===== src/rtl/core/assert_macros.svh =====
// Assertion macros used by the RTL of the order record table engine.
// No dependencies.
`ifndef ASSERT_MACROS_SVH
`define ASSERT_MACROS_SVH

// Condition checked on every clock, disabled in reset.
`define ASSERT_IMPL(label, clk, rst, cond, msg) \
   label: assert property (@(posedge clk) disable iff (rst) (cond)) else $error(msg);

// Plain invariant checked on every clock.
`define ASSERT_ALWAYS(label, clk, cond, msg) \
   label: assert property (@(posedge clk) (cond)) else $error(msg);

`endif


===== src/rtl/core/ortbl_pkg.sv =====
// Types and constants of the order record table engine.
// No dependencies.
package ortbl_pkg;

   localparam int unsigned IdW   = 16;
   localparam int unsigned CustW = 27;
   localparam int unsigned KindW = 3;
   localparam int unsigned AreaW = 16;
   localparam int unsigned DateW = 23;
   localparam int unsigned CntW  = 6;
   localparam int unsigned MaxResults = 32;

   localparam logic [2:0] ModeAppend = 3'd0;
   localparam logic [2:0] ModeSort   = 3'd1;
   localparam logic [2:0] ModeQuery  = 3'd2;
   localparam logic [2:0] ModeUpdate = 3'd3;
   localparam logic [2:0] ModePurge  = 3'd4;

   localparam logic [1:0] StDone     = 2'd0;
   localparam logic [1:0] StFull     = 2'd1;
   localparam logic [1:0] StNotFound = 2'd2;
   localparam logic [1:0] StRecord   = 2'd3;

   typedef struct packed {
      logic [IdW-1:0]   order_id;
      logic [CustW-1:0] customer;
      logic [KindW-1:0] kind;
      logic [AreaW-1:0] area;
      logic             delivered;
      logic [DateW-1:0] request_date;
      logic [DateW-1:0] delivery_date;
   } record_type;

   typedef struct packed {
      logic [2:0]       mode;
      logic [IdW-1:0]   order_id;
      logic [CustW-1:0] customer_number;
      logic [KindW-1:0] material_kind;
      logic [AreaW-1:0] area_amount;
      logic             delivered_flag;
      logic [DateW-1:0] request_date;
      logic [DateW-1:0] delivery_date;
   } req_type;

   typedef struct packed {
      logic [1:0]       status;
      logic [IdW-1:0]   out_order_id;
      logic [CustW-1:0] out_customer;
      logic [KindW-1:0] out_kind;
      logic [AreaW-1:0] out_area;
      logic             out_delivered;
      logic [DateW-1:0] out_request_date;
      logic [DateW-1:0] out_delivery_date;
      logic [CntW-1:0]  entry_count;
      logic             last;
   } rsp_type;

   // Per-cycle command broadcast to every cell.
   typedef struct packed {
      logic       shift;    // rotate the chain by one place
      logic       sort;     // compare-exchange pass on the odd/even pairs
      logic       sort_odd; // pairs start at odd index
      logic       purge;    // order pairs by kept-before-dropped instead of id
      logic       write_tail; // load the appended record into the tail cell
      logic       set_area;   // overwrite area of the record rotating into the tail
   } cell_ctl_type;

endpackage


===== src/rtl/core/ortbl_cell.sv =====
// One table cell: holds a record and trades it with its neighbors.
// Depends on ortbl_pkg.
module ortbl_cell (
   input  logic                   clock,
   input  ortbl_pkg::cell_ctl_type ctl,
   input  logic                   is_odd,     // this cell sits at an odd index
   input  logic                   up_live,    // cell above exists and both hold records
   input  logic                   dn_live,    // cell below exists and both hold records
   input  ortbl_pkg::record_type  from_up,    // record of next-higher cell
   input  ortbl_pkg::record_type  from_down,  // record of next-lower cell
   input  ortbl_pkg::record_type  load_rec,
   input  logic                   load_sel,
   input  logic                   area_sel,
   input  logic [ortbl_pkg::AreaW-1:0] area_val,
   input  logic [ortbl_pkg::DateW-1:0] threshold,
   output ortbl_pkg::record_type  rec
);
   import ortbl_pkg::*;
   record_type rec_ff, rec_in;
   logic lower_of_pair;
   logic up_first, self_first;

   assign rec = rec_ff;

   // In a sort step, this cell is the lower of a pair if its parity matches.
   assign lower_of_pair = (is_odd == ctl.sort_odd);

   // Strict ordering keeps equal keys in place (stable).
   assign up_first = ctl.purge ?
      (from_up.request_date >= threshold && rec_ff.request_date < threshold) :
      (from_up.order_id < rec_ff.order_id);
   assign self_first = ctl.purge ?
      (rec_ff.request_date >= threshold && from_down.request_date < threshold) :
      (rec_ff.order_id < from_down.order_id);

   always_comb begin
      rec_in = rec_ff;
      if (ctl.shift) begin
         rec_in = from_up;
         if (ctl.set_area && area_sel) rec_in.area = area_val;
      end else if (ctl.sort) begin
         if (lower_of_pair) begin
            if (up_live && up_first) rec_in = from_up;
         end else begin
            if (dn_live && self_first) rec_in = from_down;
         end
      end else if (ctl.write_tail && load_sel) begin
         rec_in = load_rec;
      end
   end

   always_ff @(posedge clock) begin
      rec_ff <= rec_in;
   end
endmodule


===== config.mk =====
export PLATFORM = sky130hd
export DESIGN_NAME = ortbl_cell
export DESIGN_NICKNAME = d
export VERILOG_FILES = /design/src/rtl/core/assert_macros.svh /design/src/rtl/core/ortbl_pkg.sv /design/src/rtl/core/ortbl_cell.sv
export SDC_FILE = /design/constraint.sdc
export NUM_CORES = 1
export LEC_CHECK = 0
export BUFFER_PORTS_ARGS = -buffer_cell sky130_fd_sc_hd__buf_2
export CAP_MARGIN = 20
export CELL_PAD_IN_SITES_DETAIL_PLACEMENT = 0
export CELL_PAD_IN_SITES_GLOBAL_PLACEMENT = 1
export CORE_AREA = 2 2 189 191
export DETAILED_ROUTE_END_ITERATION = 10
export DIE_AREA = 0 0 191 193
export PLACE_DENSITY = 0.64
export SYNTH_ARGS = -nofsm -noshare
export SYNTH_HDL_FRONTEND = slang
export SYNTH_SLANG_ARGS = --single-unit

===== constraint.sdc =====
create_clock -name clock -period 10.1 [get_ports clock]
set_clock_uncertainty 0.15 [all_clocks]
set_input_delay 3.03 -clock clock [delete_from_list [all_inputs] [get_ports clock]]
set_output_delay 3.03 -clock clock [all_outputs]
set_load 0.005 [all_outputs]

Word-level counts from Yosys, hierarchy flattened

Cells that the tools add are included.

$lt $le $gt $ge: 6
Equality and inequality tests: 3
Reduce and logical (&&, ||, !) cells: 8
Multiplexer cells: 9

Operators by type and width:

| operator                                                        | count |
|---|---|
| 109-bit 2-to-1 mux                                              | 6 |
| 23-bit greater-or-equal comparator                              | 2 |
| 23-bit < comparator                                             | 2 |
| 16-bit < comparator                                             | 2 |
| 16-bit 2-to-1 mux                                               | 1 |
| 1-bit logical AND                                               | 6 |
| 4-bit by 1-bit != test with 1-bit output, second input constant | 1 |
| 4-bit by 3-bit != test with 1-bit output, second input constant | 1 |
| 3-bit AND reduction                                             | 1 |
| 3-bit nonzero test                                              | 1 |
| 1-bit 2-to-1 mux                                                | 2 |
| 1-bit == test                                                   | 1 |

Output and inout bits: 109
Word-level logic and storage cells: 33
Bits of input ports: 378
Register bits: 109

Longest topological paths before layout

Depth after elaboration: 8
Depth in mapped cells: 9
Depth with buffers taken out: 9

Worst setup path before layout

No wires, ideal clock.

Path kind: input port to flip-flop
Start point: in threshold[14] (netlist name)
End point: reg rec_ff (netlist bit rec[0]) (enable)
Stages on the path: 9
Buffers on the path: 0
Arrival: 9588 ps
Setup time: 605 ps
Path slack: -243 ps
Data required time: 9345 ps
Path through: inv_1 ha_1 a21oi_1 o21ai_0 a221oi_1 o21ai_0 a211o_1 o2111a_1 o211ai_1

Longest elaborated chain between the ends: 6
Elaborated cells between the ends (all ways): 13
Classes of those cells: 4 x order compare; 2 x eq/ne; 2 x mux; 5 x reduce/logical

RTL lines:

| element                                                                                                               | RTL line                           | RTL |
|---|---|---|
| start: declaration                                                                                                    | ortbl_cell.sv:15                   | `input logic [ortbl_pkg::DateW-1:0] threshold,` |
| 23-bit greater-or-equal comparator (tied with other cells)                                                            | ortbl_cell.sv:30                   | `(from_up.request_date >= threshold && rec_ff.request_date < threshold) :` |
| 1-bit logical AND, on equally long branches                                                                           | ortbl_cell.sv:30, ortbl_cell.sv:33 |  |
| 1-bit 2-to-1 mux, on equally long branches                                                                            | ortbl_cell.sv:29, ortbl_cell.sv:32 |  |
| 1-bit logical AND, on equally long branches                                                                           | ortbl_cell.sv:43, ortbl_cell.sv:45 |  |
| 4-bit by 3-bit != test with 1-bit output (no source line) or 4-bit by 1-bit != test with 1-bit output (tied branches) | --                                 |  |
| 3-bit AND reduction (no source line) (*)                                                                              | --                                 |  |
| end signal: assignment                                                                                                | ortbl_cell.sv:53                   | `rec_ff <= rec_in;` |
| end: declaration                                                                                                      | ortbl_cell.sv:19                   | `record_type rec_ff, rec_in;` |

Mark *: on every way between the ends. The rest lies on a longest branch, timed or not.
A chain may end at the register's enable or synchronous reset.

Final worst setup path

Start point: in ctl[5] (netlist name)
End point: reg rec_ff (netlist bit rec[18]) (enable)

Longest elaborated chain between the ends: 2
Elaborated cells between the ends (all ways): 4
Classes of those cells: 2 x eq/ne; 2 x reduce/logical

RTL lines:

| element                                                                           | RTL line        | RTL |
|---|---|---|
| start: declaration                                                                | ortbl_cell.sv:5 | `input ortbl_pkg::cell_ctl_type ctl,` |
| 4-bit by 3-bit != test with 1-bit output (no source line) (tied with other cells) | --              |  |
| 3-bit AND reduction (no source line) (*)                                          | --              |  |

Marks and branches as above.

==> flow_summary.yaml <==
run_status:
  outcome: "completed"
setup_path:
  cp_slowest_cell: "clkinv_2"
  crit_arrival_ps: 6650
  cp_cell_sequence: "buf_2 -> clkinv_2 -> buf_4 -> o2111a_1 -> o211ai_1 -> buf_4 -> buf_4"
  cpMostUsedCell: "buf_4"
  startpoint_type: "input port"
  crit_family: "buffers and inverters"
  worst_path_largest_cell_delay_ps: 750
  worstSetupPathType: "input port to flop"
  required_ps: 9950
  end_kind: "flop"
  critPathMaxFanout: 61
  critPathBufInv: 5
cts:
  ctsHoldBuffers: 0
  cts.sinks: 109
  cts_tree: "done"
  cts-root-buf: "clkbuf_16"
  cts_resized: 0
  cts_setup_buffers: 0
  cts_htree_levels: 3
  numCtsBuffers: 9
  path_clk_slew_ps: 80
  insertion_delay_ps: 370
  clockBufferDepth: 2
routing:
  drt_iter0_drc: 359
  detail-route-antenna-nets: 0
  vias: 8876
  firstDrtPassIters: 4
  avgViaCountPerCell: 4.959
  routed_wl_um: 34980
  drc: 0
  wl_per_cell_um: 19.54
cells_and_area:
  largest_reg_flops: 109
  regArea_mm2: 0.003273
  final_nets: 1794
  fin_cells: 1790
  finish.instance_area_mm2: 0.01146
  fin_util_pct: 32.78
  drive_gt1_share_pct: 41.35
  area.growth.synth_to_final_pct: 42.26
  multi_input_area_mm2: 0.004546
  num-fill-cells: 3725
power_and_ir_drop:
  ir_drop_v: 0.00007781
  pwr_density_cell_mw_per_mm2: 125.1
  power.leakage_uw: 0.005215
synthesis:
  yosys-top-cells-count: "186 x o22ai_1, 138 x a21oi_1, 109 x edfxtp_1"
  synth_area_leaders: "edfxtp_1 41%, ha_1 15%, o22ai_1 14%"
  synth_top_cell_area_share_pct: 40.63
  ys_seq_elements: 109
  yosysWarnings: 0
  yosysSeqAreaShare_pct: 40.63
  synth_edf_count: 109
  synth_fp_nets: 1349
  synth.most_common_cell: "o22ai_1"
  yosysTopAreaCell: "edfxtp_1"
  postSynthCellCount: 873
  syn-cell-area_mm2: 0.008055
  synth_cell_type_count: 39
  synth_area_per_cell_um2: 9.227
  async_flop_share_pct: 0
  synth-main-ff-cell: "edfxtp_1"
floorplan:
  core_mm2: 0.03496
  die-area_mm2: 0.03686
  fp-row-count: 69
  die_h_um: 193
  io_pins: 487
  fp.dieW_um: 191
  initial_core_util_pct: 23.04
timing:
  finalWorstSetupSlack_ps: 3301
  rsz0062_at_grt: "false"
  worstMarginPinSlew_ps: 942.5
  fmax_ghz: 0.1471
  holdWs_ps: 1320
  setup_violations: 0
  finalCritPeriodShare_pct: 67.32
  max_slew_margin_pct: 37.01
  fin_crit_ps: 6799
  slew_violations: 0
  finalHoldViolCount: 0
min_path:
  hp-class: "flop to flop"
global_route:
  grt_antenna_before_repair: 8
  grt_pass1_vias: 8724
  overflow: 0
  grt_pass1_wl_um: 50560
  grt_max_degree: 67
  track_usage_pct: 18.25
placement:
  dpl.cell_count: 1768
  portBuffers: 486
  place_area_mm2: 0.01117
  place.gp.congestion: 0.8472
  place_ws_ps: 2755
  hpwl_um: 27420
flow_run:
  maxCapViolCount: 0
-- report_power, final --
| group | total (uW) | switching [uW] | internal (uW) |
|---|---|---|---|
| Sequential | 605 | 29.5 | 576 |
| Combinational | 476 | 268 | 208 |
| Clock | 353 | 184 | 169 |
-- layer usage --
layer  global-route usage [%]  wire [um]
met2                    31.58      17120
met4                    9.362       1257
met3                    4.127       2499
met5                        0         13
met1                    21.16      14090
-- layout by cell type (no fill, tap or decap), types with 16 or more instances in the layout --
cell      instances
nand2_1          52
nor2_1           45
buf_2           485
edfxtp_1        109
o22ai_1         186
a31oi_1          18
ha_1             84
inv_1            42
a21oi_1         136
mux2i_1          16
-- layout make-up --
type,instances,area share [%]
Multi-Input combinational cell,645,39.67
Sequential cell,109,28.56
Timing Repair Buffer,496,21.90
Tap cell,461,5.033
Inverter,57,2.315
Clock buffer,9,1.965
Clock inverter,7,0.4258
Antenna cell,6,0.1310
-- cell families after synthesis --
group,after synthesis,share of synthesized area (%)
AO/OA/AOI/OAI,390,28.60
AND/OR/NAND/NOR,139,7.751
buffers and inverters,119,5.592
flip-flops,109,40.63
adder cells (fa/ha/maj),98,15.22
multiplexers,16,1.988
XOR/XNOR,2,0.2175
-- through the flow --
stage          power (uW)  setup TNS [ps]
6_report             1434               0
5_1_grt              1530               0
4_1_cts              1462               0
3_5_place_dp         1094               0
3_3_place_gp         1092               0
2_1_floorplan       858.3           -9206
-- worst reg2reg max path, delay by kind of cell, from the launching register on --
family                   cells  cell delay [ps]
AO/OA/AOI/OAI                5             1180
AND/OR/NAND/NOR              2              300
flip-flops                   1              420
adder cells (fa/ha/maj)      1              210
buffers and inverters        2             1170
-- worst paths after layout --
kind / from / cells past startpoint / slack [ps] / to
hold reg to reg: rec[108] / 7 / 1320 / rec[45]
setup / recovery: ctl[5] / 7 / 3300 / rec[18]
hold / removal: rec[108] / 7 / 1320 / rec[45]
setup reg to reg: rec[94] / 10 / 6190 / rec[18]
Note: power is estimated with default switching activity, not from simulation.
